$ cat src/rtl/sae_pkg.sv
// Shared types and constants for the scalar ALU execute block.
package sae_pkg;

    localparam int DATA_W      = 32;
    localparam int REG_W       = 6;
    localparam int REG_COUNT   = 64;
    localparam int DIV_STEPS   = DATA_W;
    localparam int QUEUE_DEPTH = 2;
    localparam int QPTR_W      = $clog2(QUEUE_DEPTH);
    localparam int QCNT_W      = $clog2(QUEUE_DEPTH + 1);

    typedef enum logic [4:0] {
        MODE_ADD    = 5'd0,
        MODE_SUB    = 5'd1,
        MODE_MUL    = 5'd2,
        MODE_DIV    = 5'd3,
        MODE_SLL    = 5'd4,
        MODE_SRL    = 5'd5,
        MODE_SRA    = 5'd6,
        MODE_MOD    = 5'd7,
        MODE_MIN    = 5'd8,
        MODE_MAX    = 5'd9,
        MODE_AND    = 5'd10,
        MODE_OR     = 5'd11,
        MODE_EQ     = 5'd12,
        MODE_NE     = 5'd13,
        MODE_GT     = 5'd14,
        MODE_LT     = 5'd15,
        MODE_LUI    = 5'd16,
        MODE_LOAD   = 5'd17,
        MODE_STORE  = 5'd18,
        MODE_ASSIGN = 5'd19
    } mode_t;

    // Classified request as it leaves the front end.
    typedef struct packed {
        mode_t              mode;
        logic [DATA_W-1:0]  a;
        logic [DATA_W-1:0]  b;
        logic [DATA_W-1:0]  off;
        logic [REG_W-1:0]   num;
        logic               is_special;
        logic               wr;
    } op_t;

    // Partial result carried alongside the divider.
    typedef struct packed {
        logic               wr;
        logic [REG_W-1:0]   num;
        logic               is_special;
        logic [DATA_W-1:0]  v;
        logic               mrd;
        logic               mwr;
        logic [DATA_W-1:0]  addr;
        logic [DATA_W-1:0]  data;
        logic               is_div;
        logic               is_mod;
        logic               na;
        logic               nb;
        logic               bz;
    } res_t;

endpackage

$ cat src/rtl/sae_queue.sv
// Short queue of classified requests between the front and back ends.
module sae_queue (
    input  logic          clk,
    input  logic          rst_n,
    input  logic          push,
    input  sae_pkg::op_t  push_op,
    input  logic          pop,
    output logic          full,
    output logic          not_empty,
    output sae_pkg::op_t  pop_op
);

    sae_pkg::op_t                 entry_reg [sae_pkg::QUEUE_DEPTH];
    logic [sae_pkg::QPTR_W-1:0]   wptr_reg, wptr_next;
    logic [sae_pkg::QPTR_W-1:0]   rptr_reg, rptr_next;
    logic [sae_pkg::QCNT_W-1:0]   count_reg, count_next;
    logic                         do_push, do_pop;

    assign full      = (count_reg == sae_pkg::QCNT_W'(sae_pkg::QUEUE_DEPTH));
    assign not_empty = (count_reg != '0);
    assign pop_op    = entry_reg[rptr_reg];
    assign do_push   = push && !full;
    assign do_pop    = pop && not_empty;

    always_comb
    begin
        wptr_next  = wptr_reg;
        rptr_next  = rptr_reg;
        count_next = count_reg;
        if (do_push)
        begin
            wptr_next = (wptr_reg == sae_pkg::QPTR_W'(sae_pkg::QUEUE_DEPTH - 1))
                        ? '0 : wptr_reg + 1'b1;
        end
        if (do_pop)
        begin
            rptr_next = (rptr_reg == sae_pkg::QPTR_W'(sae_pkg::QUEUE_DEPTH - 1))
                        ? '0 : rptr_reg + 1'b1;
        end
        if (do_push && !do_pop)
        begin
            count_next = count_reg + 1'b1;
        end
        else if (do_pop && !do_push)
        begin
            count_next = count_reg - 1'b1;
        end
    end

    always_ff @(posedge clk or negedge rst_n)
    begin
        if (!rst_n)
        begin
            wptr_reg  <= '0;
            rptr_reg  <= '0;
            count_reg <= '0;
        end
        else
        begin
            wptr_reg  <= wptr_next;
            rptr_reg  <= rptr_next;
            count_reg <= count_next;
        end
    end

    always_ff @(posedge clk)
    begin
        if (do_push)
        begin
            entry_reg[wptr_reg] <= push_op;
        end
    end

endmodule

$ cat config.mk
export PLATFORM = sky130hd
export DESIGN_NAME = sae_queue
export DESIGN_NICKNAME = d
export VERILOG_FILES = /design/src/rtl/sae_pkg.sv /design/src/rtl/sae_queue.sv
export SDC_FILE = /design/constraint.sdc
export NUM_CORES = 1
export LEC_CHECK = 0
export BUFFER_PORTS_ARGS = -buffer_cell sky130_fd_sc_hd__buf_2
export CORE_UTILIZATION = 47
export CTS_CLUSTER_SIZE = 8
export DETAILED_ROUTE_END_ITERATION = 10
export GPL_TIMING_DRIVEN = 0
export PLACE_DENSITY = 0.78
export REMOVE_ABC_BUFFERS = 1
export SETUP_SLACK_MARGIN = 0.5
export SYNTH_ARGS = -nofsm -noshare
export SYNTH_HDL_FRONTEND = slang
export SYNTH_SLANG_ARGS = --single-unit
$ cat constraint.sdc
create_clock -name clk -period 5.9 [get_ports clk]
set_input_delay 1.475 -clock clk [delete_from_list [all_inputs] [get_ports clk]]
set_output_delay 1.475 -clock clk [all_outputs]
set_load 0.02 [all_outputs]
==> flow_summary.ini <==
[grt]
grt_max_degree = 62
antenna_found_initial = 1
first_global_vias = 4412
globalRouteTotalUtil_pct = 15.4
grt_pass1_wl_mm = 21.9
grt_remaining_overflow = 0

[synthesis]
avgSynthCellArea_um2 = 23.9
synth_top_area_share_pct = 76.4
synth_warnings = 0
synthCells = 358
synth.cell_area_um2 = 8560
synth_top_cell_by_area = edfxtp_1
ys_types = 16
synthTopCellsByArea = edfxtp_1 76%, mux2_4 18%, buf_12 2.3%, mux2_2 1.2%, dfrtp_1 1.2%
synth-seq-area-share_pct = 77.6
ys_ff_latch = 222

[setup_path]
r2r_slack_ps = 3870
criticalPathCategory = reg -> out
cp_max_fo = 51
endpoint_kind = output port
reg2reg_depth = 3
startpoint = rptr_reg$_DFFE_PN0P_
start_kind = flip-flop
cp-endpoint = pop_op[87]
reg2reg_to = entry_reg[1][74]$_DFFE_PP_
r2r-start = count_reg[0]$_DFFE_PN0P_
worstPathRequired_ps = 4430
arrival_ps = 2310

[detailed_routing]
viasPerCell = 4.92
vias = 4165
drc = 0
first_pass_iters = 4
wl_per_cell_um = 17.9
drtIter0Drc = 190
antenna_left = 0
totalWireLength_mm = 15.2

[power_and_ir_drop]
p_clk_share_pct = 26.2
seq_power_share_pct = 39.8
peakVddDrop_v = 0.000487
p_comb_share_pct = 34.0
p_int_uw = 4020
p_sw_share_pct = 30.9
power.density_nw_per_um2 = 540
switching_power_uw = 1790
leakage_uw = 0.00434

[sta]
rsz0062_at_grt = false
layout_setup_ws_ps = 2110
clock_skew_ps = 7.31
fmax_mhz = 264
hold_viol = 0
fin_crit_ps = 3790
period_share_pct = 64.2
slew_viol_final = 0
tightest_slew_ps = 722
setup_viol = 0
slew_headroom_pct = 51.8

[floorplanning]
fp.dieArea_um2 = 18800
die_w_um = 137
coreArea_um2 = 17500
start_util_pct = 48.8
die_h_um = 137
floorplan.rows = 48
pin_count = 224

[place]
post-dp-hpwl_mm = 10.2
dp_slack_ps = 2640
io_buffer_count = 223
place_area_um2 = 9930
gp_congestion = 0.749

[clocking]
path_clk_slew_ps = 50
ctsHoldBuffers = 0
cts.path.max_buffers = 3
cts-root-buf = clkbuf_16
clock_sinks = 222
cts_resized = 0
cts_setup_buffers = 0
h-tree-depth = 1
cts_tree = yes
clk_latency_ps = 520
numCtsBuffers = 31

[layout]
final_nets = 723
synthToLayoutAreaGrowth_pct = 25.7
fillerInstances = 1289
drive_above_1_share_pct = 60.5
final_area_um2 = 10800
multiInputGateArea_um2 = 1710
seq_area_um2 = 6650
largest_reg_flops = 218

[run]
drv_cap = 0

[min_path]
holdCritPathClass = reg -> reg

[run_status]
status = finished clean
[cell type report]
type,count,share of cell area [%]
antenna,1,0.0232
clock buffer,44,7.75
inverter,2,0.0697
multi-input combinational,122,15.8
sequential,222,61.8
tap,225,2.61
timing repair buffer,230,11.9
[placed cells by master, fill, tap and decap left out, drive strengths merged]
cell,count
buf,230
edfxtp,218
mux2,109
clkbuf,44
dfrtp,4
xnor2,3
inv,2
nand2,2
xor2,2
nor2,2
diode,1
or2,1
nand2b,1
and3,1
ha,1
[worst min-delay path by stage]
| stage | cells after the start | endpoint | slack, ps | startpoint |
|---|---|---|---|---|
| finish | 1 | count_reg[1]$_DFFE_PN0P_ | 500 | count_reg[1]$_DFFE_PN0P_ |
| global route | 1 | count_reg[1]$_DFFE_PN0P_ | 530 | count_reg[1]$_DFFE_PN0P_ |
| CTS | 1 | count_reg[1]$_DFFE_PN0P_ | 500 | count_reg[1]$_DFFE_PN0P_ |
| detailed placement | 1 | count_reg[1]$_DFFE_PN0P_ | 490 | count_reg[1]$_DFFE_PN0P_ |
| global placement | 1 | count_reg[1]$_DFFE_PN0P_ | 470 | count_reg[1]$_DFFE_PN0P_ |
| floorplan | 1 | count_reg[1]$_DFFE_PN0P_ | 460 | count_reg[1]$_DFFE_PN0P_ |
[Yosys cell counts]
| cell type | number |
|---|---|
| edfxtp_1 | 218 |
| mux2_4 | 100 |
| buf_12 | 10 |
| mux2_2 | 9 |
| dfrtp_1 | 4 |
| xnor2_1 | 3 |
| inv_1 | 2 |
| nand2_1 | 2 |
| nor2_1 | 2 |
| xor2_1 | 2 |
| and3_1 | 1 |
| buf_2 | 1 |
| buf_6 | 1 |
| ha_1 | 1 |
| nand2b_1 | 1 |
| or2_2 | 1 |
[logic make-up after synthesis]
group	after synthesis	synth area share (%)
flip-flops	222	77.6
multiplexers	109	18.7
buffers and inverters	14	2.62
AND/OR/NAND/NOR	7	0.395
XOR/XNOR	5	0.511
adder cells (fa/ha/maj)	1	0.146
[power groups by stage]
stage / sequential, µW / combinational, µW / clock (µW)
final: 2310 / 1970 / 1520
after global placement: 2540 / 1970 / 0
after detailed placement: 2340 / 2010 / 0
after floorplan: 2460 / 1430 / 0
after global routing: 2340 / 2100 / 1620
after CTS: 2320 / 2010 / 1570
[metrics by stage]
step                util, %  TNS, ps  total power [µW]  instances  hold slack [ps]
finish                 61.4        0              5810        846              497
floorplan                 -   -84800              3890        346              456
global route           61.4        0              6060        845              530
global placement       55.6  -453830              4510        794              471
CTS                    61.4        0              5890        845              500
detailed placement     56.6        0              4350        801              487
[critical path: stages, from the launching register on]
cell	delay, ps
dfrtp_4	810
buf_16	380
mux2_2	380
buf_2	160
[layer usage]
| metal | vias to the layer above | GRT usage (%) | wire length (µm) |
|---|---|---|---|
| met5 | - | 0 | 0 |
| met4 | 0 | 5.56 | 424 |
| met3 | 34 | 5.22 | 1270 |
| met2 | 157 | 28.2 | 7860 |
| met1 | 2047 | 16.3 | 5610 |
| li1 | 1927 | - | - |
No activity file was read; power rests on OpenSTA's default activity.
