**config.mk**
```make
export PLATFORM = sky130hd
export DESIGN_NAME = sae_front
export DESIGN_NICKNAME = d
export VERILOG_FILES = /design/src/rtl/sae_pkg.sv /design/src/rtl/sae_front.sv
export SDC_FILE = /design/constraint.sdc
export NUM_CORES = 1
export LEC_CHECK = 0
export BUFFER_PORTS_ARGS = -buffer_cell sky130_fd_sc_hd__buf_4
export CORE_AREA = 2 2 87 89
export DETAILED_ROUTE_END_ITERATION = 10
export DIE_AREA = 0 0 89 91
export GPL_TIMING_DRIVEN = 1
export PLACE_DENSITY_LB_ADDON = 0.12
export SYNTH_ARGS = -nofsm -noshare
export SYNTH_HDL_FRONTEND = slang
export SYNTH_SLANG_ARGS = --single-unit
```
**constraint.sdc**
```tcl
create_clock -name vclk -period 0.9
set_input_delay 0.09 -clock vclk [all_inputs]
set_output_delay 0.09 -clock vclk [all_outputs]
set_load 0.005 [all_outputs]
```
**src/rtl/sae_pkg.sv**
```systemverilog
// Shared types and constants for the scalar ALU execute block.
package sae_pkg;

    localparam int DATA_W      = 32;
    localparam int REG_W       = 6;
    localparam int REG_COUNT   = 64;
    localparam int DIV_STEPS   = DATA_W;
    localparam int QUEUE_DEPTH = 2;
    localparam int QPTR_W      = $clog2(QUEUE_DEPTH);
    localparam int QCNT_W      = $clog2(QUEUE_DEPTH + 1);

    typedef enum logic [4:0] {
        MODE_ADD    = 5'd0,
        MODE_SUB    = 5'd1,
        MODE_MUL    = 5'd2,
        MODE_DIV    = 5'd3,
        MODE_SLL    = 5'd4,
        MODE_SRL    = 5'd5,
        MODE_SRA    = 5'd6,
        MODE_MOD    = 5'd7,
        MODE_MIN    = 5'd8,
        MODE_MAX    = 5'd9,
        MODE_AND    = 5'd10,
        MODE_OR     = 5'd11,
        MODE_EQ     = 5'd12,
        MODE_NE     = 5'd13,
        MODE_GT     = 5'd14,
        MODE_LT     = 5'd15,
        MODE_LUI    = 5'd16,
        MODE_LOAD   = 5'd17,
        MODE_STORE  = 5'd18,
        MODE_ASSIGN = 5'd19
    } mode_t;

    // Classified request as it leaves the front end.
    typedef struct packed {
        mode_t              mode;
        logic [DATA_W-1:0]  a;
        logic [DATA_W-1:0]  b;
        logic [DATA_W-1:0]  off;
        logic [REG_W-1:0]   num;
        logic               is_special;
        logic               wr;
    } op_t;

    // Partial result carried alongside the divider.
    typedef struct packed {
        logic               wr;
        logic [REG_W-1:0]   num;
        logic               is_special;
        logic [DATA_W-1:0]  v;
        logic               mrd;
        logic               mwr;
        logic [DATA_W-1:0]  addr;
        logic [DATA_W-1:0]  data;
        logic               is_div;
        logic               is_mod;
        logic               na;
        logic               nb;
        logic               bz;
    } res_t;

endpackage

```
**src/rtl/sae_front.sv**
```systemverilog
// Front end: classifies a request and resolves its destination register.
module sae_front (
    input  logic [4:0]                        mode,
    input  logic [sae_pkg::DATA_W-1:0]        first_operand,
    input  logic [sae_pkg::DATA_W-1:0]        second_operand,
    input  logic [sae_pkg::DATA_W-1:0]        address_offset,
    input  logic [sae_pkg::REG_W-1:0]         dest_register,
    input  logic                              to_special,
    input  logic                              bound_present,
    input  logic [sae_pkg::REG_W-1:0]         bound_register,
    output sae_pkg::op_t                      op
);

    sae_pkg::mode_t m;
    logic           wr;
    logic [sae_pkg::REG_W-1:0] num;
    logic           spec;

    always_comb
    begin
        m    = sae_pkg::mode_t'(mode);
        wr   = 1'b1;
        num  = dest_register;
        spec = 1'b0;
        case (m) inside
            sae_pkg::MODE_ADD, sae_pkg::MODE_SUB, sae_pkg::MODE_MUL, sae_pkg::MODE_DIV,
            sae_pkg::MODE_SLL, sae_pkg::MODE_SRL, sae_pkg::MODE_SRA, sae_pkg::MODE_MOD,
            sae_pkg::MODE_MIN, sae_pkg::MODE_MAX, sae_pkg::MODE_AND, sae_pkg::MODE_OR,
            sae_pkg::MODE_EQ, sae_pkg::MODE_NE, sae_pkg::MODE_GT, sae_pkg::MODE_LT,
            sae_pkg::MODE_LUI: ;
            sae_pkg::MODE_LOAD:  wr = 1'b0;
            sae_pkg::MODE_STORE:
            begin
                wr  = 1'b0;
                num = '0;
            end
            sae_pkg::MODE_ASSIGN:
            begin
                spec = to_special;
                if (to_special && bound_present)
                begin
                    num  = bound_register;
                    spec = 1'b0;
                end
            end
            default:
            begin
                wr  = 1'b0;
                num = '0;
            end
        endcase
        // A destination beyond the register file suppresses the write.
        if ({3'b000, num} >= 9'(sae_pkg::REG_COUNT))
        begin
            wr = 1'b0;
        end
        op.mode       = m;
        op.a          = first_operand;
        op.b          = second_operand;
        op.off        = address_offset;
        op.num        = num;
        op.is_special = spec;
        op.wr         = wr;
    end

endmodule

```
==> results.md, run 1 <==
- Slew Viols, Final: 0
- Register area share after synthesis: 0
- Nets@finish: 171
- Crit share post-route: 1.13
- Final WS setup: -0.118 ns
- Max-cap violations: 0
- Final critical-path required period: 1.02 ns
- Overall Global Routing Usage: 0.0355
- Synth warn: 0
- Top sig layer: met4
- Detailed placement HPWL: 1.57 mm
- Filler cells: 861
- Drt first-iter violations: 3
- Post-Syn Instances: 118
- Metal2 WL: 795 um
- Via/cell ratio: 2.65
- Critical Path Start Type: input port
- Mean Syn Cell Area: 7.70 um2
- PD cells: 369 nW/um2
- DRC violations left: 0
- Fin. Hold Viols: 0
- Global-route wire length before repair: 2.37 mm
- Failing checks: setup timing
- Initial antenna violation count: 0
- Area Overhead vs Synth: -34.6%
- DIE WIDTH: 89 um
- DIE HEIGHT: 91 um
- Seq cells: 0
- Total wire length: 1.84 mm
- Vias in the first global route: 416
- Number of diodes: 0
- Worst hold path type: input port to output pin
- CP Capture Type: output pin
- Worst slew pin tran: 0.198 ns
- Wire length on met1: 418 um
- Post-Syn Nets: 233
- Die area: 8100 um2
- GPL Wtd Cong: 0.663
- RSZ-0062 raised after global routing: true
- Layout cell share with drive strength beyond 1: 0.796
- CP max FO: 6
- Setup WS pre-CTS: -0.245 ns
- Status: complete, but fails checks
- Register area: 0 um2
- Distinct cells, synth: 11
- Routed len/inst: 12.0 um
- Site Rows: 31
- Maximum vdd drop: 0.0371 mV
- Hold WS: 0.180 ns
- Commonest non-fill, non-tap cells in the layout: buf_4, a22o_1, buf_6
- Clkbuf count: 0
- IO buf count: 32
- Fmax achieved: 983 MHz
- IO Pins: 224
- Lkg Pwr: 0.000253 uW
- Most common cell after layout, fill and taps aside: buf_4
- Arrival time worst endpoint: 0.93 ns
- Slew headroom: 0.867
- Remaining Overflow, GRT: 0
- Worst EP required: 0.81 ns
- Setup CP Type: input port to output pin
- DR vias: 406
- Core area: 7140 um2
- Post-Syn Area: 908 um2
- Largest net degree at the start of global routing: 7
- Initial Util: 0.127
- Setup violators final: 6
- Routed wl met3: 430 um
- ANT nets after route: 0
- Drt first pass iters: 3
## cells in the mapped netlist (all sizes together)
| master | instances | share of area |
|---|---|---|
| buf | 103 | 0.85 |
| o31ai | 1 | 0.0083 |
| o21a | 1 | 0.0083 |
| xor2 | 1 | 0.0096 |
| a22o | 6 | 0.058 |
| nand4 | 1 | 0.014 |
| a21boi | 1 | 0.0083 |
| nor4b | 1 | 0.026 |
| o21ai | 1 | 0.0055 |
| nor4 | 1 | 0.0069 |
| nand2 | 1 | 0.0041 |
## path summary, 6_finish.rpt
check	startpoint	end	slack [ns]	cells after the start
worst max-delay path	mode[4]	op[4]	-0.12	6
worst min-delay path	first_operand[28]	op[100]	0.18	0
## area by class of cell
class                      count  area [um2]  area share
timing repair buffer          39         319       0.537
multi-input combinational     15         151       0.255
tap                           99         124       0.208
## critical path, cell delays in order
cell and delay (ns):
buf_8 0.08, nand4_4 0.11, nor4b_4 0.22, buf_4 0.18, a22o_1 0.15, buf_4 0.11
## per-stage QoR
stage          instances  cell area (um2)  TNS, ns  utilization  total power (uW)
2_1_floorplan        118              908        0            -               410
3_3_place_gp         153              552    -1.26       0.0773               209
3_5_place_dp         153              552    -1.49       0.0773               205
4_1_cts              153              588   -0.776       0.0824               222
5_1_grt              153              594    -1.06       0.0833               236
6_report             153              594   -0.640       0.0833               219
## layer usage
metal | vias up | GRT usage
li1 | 147 | -
met1 | 164 | 0.0245
met2 | 49 | 0.0560
met3 | 46 | 0.0227
met4 | 0 | 0.0435
met5 | - | 0
## power breakdown
part | internal [uW] | leakage, uW | switching, uW
clock network | 0 | 0 | 0
logic | 143 | 0.000253 | 75.8
registers | 0 | 0 | 0
## cell families (layout without fill, tap and decap cells)
logic type / count (synthesis) / count (layout) / share of synthesized area
AO/OA/AOI/OAI: 10 / 10 / 0.0882
XOR/XNOR: 1 / 1 / 0.00964
AND/OR/NAND/NOR: 4 / 4 / 0.0510
buffers and inverters: 103 / 39 / 0.851
## timing repair
item,in CTS,in global routing
buffers inserted,0,0
setup endpoints to repair,8,8
hold buffers,0,0
resized for setup,9,1
cloned,0,0
pin swaps,8,1
Power figures use the tool's default switching activity.
==> run 2: changes to the inputs <==
--- a/config.mk
+++ b/config.mk
@@ -10,7 +10,7 @@
 export DETAILED_ROUTE_END_ITERATION = 10
 export DIE_AREA = 0 0 89 91
 export GPL_TIMING_DRIVEN = 1
-export PLACE_DENSITY_LB_ADDON = 0.12
+export PLACE_DENSITY_LB_ADDON = 0.08
 export SYNTH_ARGS = -nofsm -noshare
 export SYNTH_HDL_FRONTEND = slang
 export SYNTH_SLANG_ARGS = --single-unit
==> run 2 against run 1 <==
The flow still finishes with violations (setup timing). Routed wire length is 6.4% higher. Global-route usage grew 0.46 points. Clock-buffer cell count is the same. Sequential cell count unchanged. Largest cell class unchanged. Highest routed layer unchanged.
==> results.md, run 2 (same netlist as run 1, synthesis figures left out) <==
- Status: complete, but fails checks
- Final Util: 0.0891
- Remaining Overflow, GRT: 0
- Hold_buf cts: 0
- DR vias: 427
- Fin. Hold Viols: 0
- Final critical-path required period: 1.02 ns
- Critical Path Start Type: input port
- Nets@finish: 172
- Setup violators final: 6
- Worst setup path start: mode[4]
- Worst slew pin tran: 0.235 ns
- Detailed placement HPWL: 1.64 mm
- Site Rows: 31
- Slew Viols, Final: 0
- Max-cap violations: 0
- Arrival time worst endpoint: 0.93 ns
- Initial antenna violation count: 0
- Die area: 8100 um2
- Filler cells: 868
- Global-route wire length before repair: 2.61 mm
- Vias in the first global route: 446
- Worst EP required: 0.81 ns
- CP Capture Type: output pin
- Clkbuf count: 0
- PD cells: 383 nW/um2
- RSZ-0062 raised after global routing: true
- Lkg Pwr: 0.000267 uW
- CP max FO: 6
- Via/cell ratio: 2.77
- Area Overhead vs Synth: -30.0%
- Post-Layout Inst Area: 636 um2
- Most common cell after layout, fill and taps aside: buf_4
- IO buf count: 32
- Number of diodes: 0
- Drt first pass iters: 2
- Dpl cells: 154
- Fmax achieved: 981 MHz
- Layout cell share with drive strength beyond 1: 0.800
- Failing checks: setup timing
- Critical path endpoint: op[5]
- Hold WS: 0.180 ns
- Slew headroom: 0.842
- Maximum vdd drop: 0.0392 mV
- Final cell count without fillers: 154
- Drt first-iter violations: 1
- Cell Area, Placed: 559 um2
- DIE WIDTH: 89 um
- Crit share post-route: 1.13
- Overall Global Routing Usage: 0.0401
- Largest net degree at the start of global routing: 7
- Commonest non-fill, non-tap cells in the layout: buf_4, buf_6, a22o_1
- Worst hold path type: input port to output pin
- Final WS setup: -0.119 ns
- IO Pins: 224
- Initial Util: 0.127
- Setup CP Type: input port to output pin
- Setup WS pre-CTS: -0.231 ns
- DRC violations left: 0
- Routed len/inst: 12.7 um
- DIE HEIGHT: 91 um
- Seq cells: 0
- Core area: 7140 um2
- Register area: 0 um2
- ANT nets after route: 0
- GPL Wtd Cong: 0.639
- Total wire length: 1.95 mm
## run 2: stage by stage
step           power [uW]  TNS (ns)
6_report              244    -0.649
5_1_grt               261     -1.07
4_1_cts               232    -0.803
3_5_place_dp          210     -1.41
3_3_place_gp          217     -1.50
2_1_floorplan         410         0
## run 2: repair_timing
action | in CTS | in global routing
endpoints found under the setup margin | 8 | 8
setup buffers | 0 | 0
pin swaps | 6 | 3
resized for setup | 10 | 8
## run 2: layer usage
layer	global-route usage	wire length [um]
met1	0.0250	432
met4	0.0398	141
met5	0	0
met2	0.0746	1010
met3	0.0200	365
## run 2: worst max-delay path, stage by stage
cell	delay (ns)
buf_8	0.08
nand4_4	0.11
nor4b_4	0.21
buf_4	0.18
a22o_1	0.16
buf_6	0.10
## run 2: worst min path at each step
stage                       startpoint      end  cells after the start
global route        second_operand[24]   op[64]                      0
finish               address_offset[3]   op[11]                      0
global placement     first_operand[29]  op[101]                      0
detailed placement   first_operand[29]  op[101]                      0
floorplan            first_operand[28]  op[100]                      1
CTS                  first_operand[29]  op[101]                      0
## run 2: power breakdown
group | internal (uW) | leakage (uW) | switching [uW] | total, uW
sequential | 0 | 0 | 0 | 0
combinational | 158 | 0.000267 | 85.2 | 244
clock | 0 | 0 | 0 | 0
## run 2: layout make-up
class              instances  area [um2]  area share
multi-input cells         15         166       0.262
repair buffers            40         345       0.543
well taps                 99         124       0.195
==> run 3: changes to the inputs <==
--- a/config.mk
+++ b/config.mk
@@ -5,10 +5,10 @@
 export SDC_FILE = /design/constraint.sdc
 export NUM_CORES = 1
 export LEC_CHECK = 0
-export BUFFER_PORTS_ARGS = -buffer_cell sky130_fd_sc_hd__buf_4
-export CORE_AREA = 2 2 87 89
+export CORE_AREA = 2 2 86 88
 export DETAILED_ROUTE_END_ITERATION = 10
-export DIE_AREA = 0 0 89 91
+export DIE_AREA = 0 0 88 90
+export DONT_BUFFER_PORTS = 1
 export GPL_TIMING_DRIVEN = 1
 export PLACE_DENSITY_LB_ADDON = 0.08
 export SYNTH_ARGS = -nofsm -noshare
==> run 3 against run 2 <==
Via count fell by 31%. First-iteration DRC count rose by 100%. Core utilization fell by 4.9 points. The flow now finishes without violations. Cell area fell by 56%. Total power fell by 78%. Combinational power fell by 78%. Cell count fell by 25%. Sequential share of layout area did not move. Critical endpoint is now op[4].
==> results.md, run 3 (same netlist as run 1, synthesis figures left out) <==
- Status: completed
- Vias in the first global route: 348
- Slew headroom: 0.725
- Worst EP required: 0.81 ns
- Hold Crit Depth: 0
- Critical Path Start Type: input port
- DIE WIDTH: 88 um
- Nets@finish: 134
- Setup WS pre-CTS: -0.0538 ns
- Number of diodes: 0
- Fin. Hold Viols: 0
- Register area: 0 um2
- Max-cap violations: 0
- Hold WS: 0.180 ns
- Worst slew pin tran: 0.409 ns
- Clock Power Share: 0
- Switching Share: 0.452
- Worst hold path type: input port to output pin
- Final Util: 0.0403
- Slew Viols, Final: 0
- Hold Startpoint: second_operand[2]
- Clkbuf count: 0
- Setup violators final: 0
- CP Capture Type: output pin
- IO buf count: 0
- CP cell instances: nand4_4 -> nor4b_4 -> buf_4 -> a22o_1
- Via/cell ratio: 2.53
- Overall Global Routing Usage: 0.0371
- NetSw: 24.5 uW
- Drt first pass iters: 3
- Cell-internal power: 29.7 uW
- Arrival time worst endpoint: 0.73 ns
- Initial Util: 0.129
- Tot Pwr: 54.1 uW
- Global-route wire length before repair: 2.11 mm
- Commonest non-fill, non-tap cells in the layout: a22o_1, buf_4
- PD cells: 191 nW/um2
- Lkg Pwr: 0.0000632 uW
- IO Pins: 224
- Maximum vdd drop: 0.0117 mV
- DIE HEIGHT: 90 um
- Hold endpoint: op[42]
- Total wire length: 1.84 mm
- Area Overhead vs Synth: -68.9%
- Fmax achieved: 1220 MHz
- Core area: 7020 um2
- Routed len/inst: 15.9 um
- Layout cell share with drive strength beyond 1: 0.235
- Setup CP Type: input port to output pin
- Die area: 7920 um2
- Initial antenna violation count: 0
- Slowest stage delay, CP: 0.21 ns
- Combinational Power Share: 1.000
- Critical-path top delay cell: nor4b_4
- Detailed placement HPWL: 1.59 mm
- DRC violations left: 0
- Largest net degree at the start of global routing: 7
- Final WS setup: 0.0808 ns
- ANT nets after route: 0
- Remaining Overflow, GRT: 0
- GPL Wtd Cong: 0.534
- CP max FO: 6
- Most common cell after layout, fill and taps aside: a22o_1
- RSZ-0062 raised after global routing: false
- Site Rows: 31
- DR vias: 294
- Final critical-path required period: 0.819 ns
- Drt first-iter violations: 2
- Crit share post-route: 0.910
- Seq cells: 0
- Part of the power in registers: 0
## run 3: cell types whose count changed in the layout (fill, tap and decap cells not counted)
cell     delta
o21a_4      -1
nor4_1      +1
buf_8       -2
o21a_1      +1
nor4_4      -1
o21ai_0     +1
buf_6       -8
o21ai_1     -1
buf_4      -28
## run 3: stage by stage
step	instances	setup TNS [ns]	area, um2
after floorplan	118	0	908
after global placement	115	-0.414	267
after detailed placement	115	-0.306	267
after CTS	116	0	283
after global routing	116	0	283
final	116	0	283
## run 3: worst max-delay path: cells and delay by family
| family | cells | cell delay (ns) |
|---|---|---|
| compound gates | 1 | 0.16 |
| buf+inv | 1 | 0.18 |
| simple gates | 2 | 0.31 |
## run 3: how the worst max path moves through the flow
stage	cells after the start	slack, ns	end	from
2_1_floorplan	3	0.03	op[2]	mode[1]
3_3_place_gp	3	-0.07	op[7]	mode[1]
3_5_place_dp	3	-0.05	op[2]	mode[1]
5_1_grt	4	0.03	op[4]	mode[1]
4_1_cts	4	0.02	op[2]	mode[1]
6_report	4	0.08	op[4]	mode[1]
## run 3: what timing repair did
item,in CTS,in global routing
setup buffers,1,0
cloned,0,0
hold endpoints to repair,0,0
setup endpoints to repair,6,6
pin swaps,4,2
hold buffers,0,0
resized for setup,1,0
## run 3: layout make-up
class,instances,area [um2]
multi-input combinational,15,144
tap,99,124
fill,826,6740
timing repair buffer,2,15.0
## run 3: power by group through the flow
stage	logic (uW)	clock network [uW]	registers [uW]
final	54.1	0	0
after global routing	60.7	0	0
after CTS	55.4	0	0
after detailed placement	53.7	0	0
after global placement	56.3	0	0
after floorplan	410	0	0
## run 3: per-layer routing
metal / GRT usage / vias to the layer above / share of wire
met2: 0.0827 / 61 / 0.54
met3: 0.0184 / 46 / 0.21
met5: 0 / - / 0
met4: 0.0641 / 0 / 0.15
li1: - / 72 / -
met1: 0 / 115 / 0.092
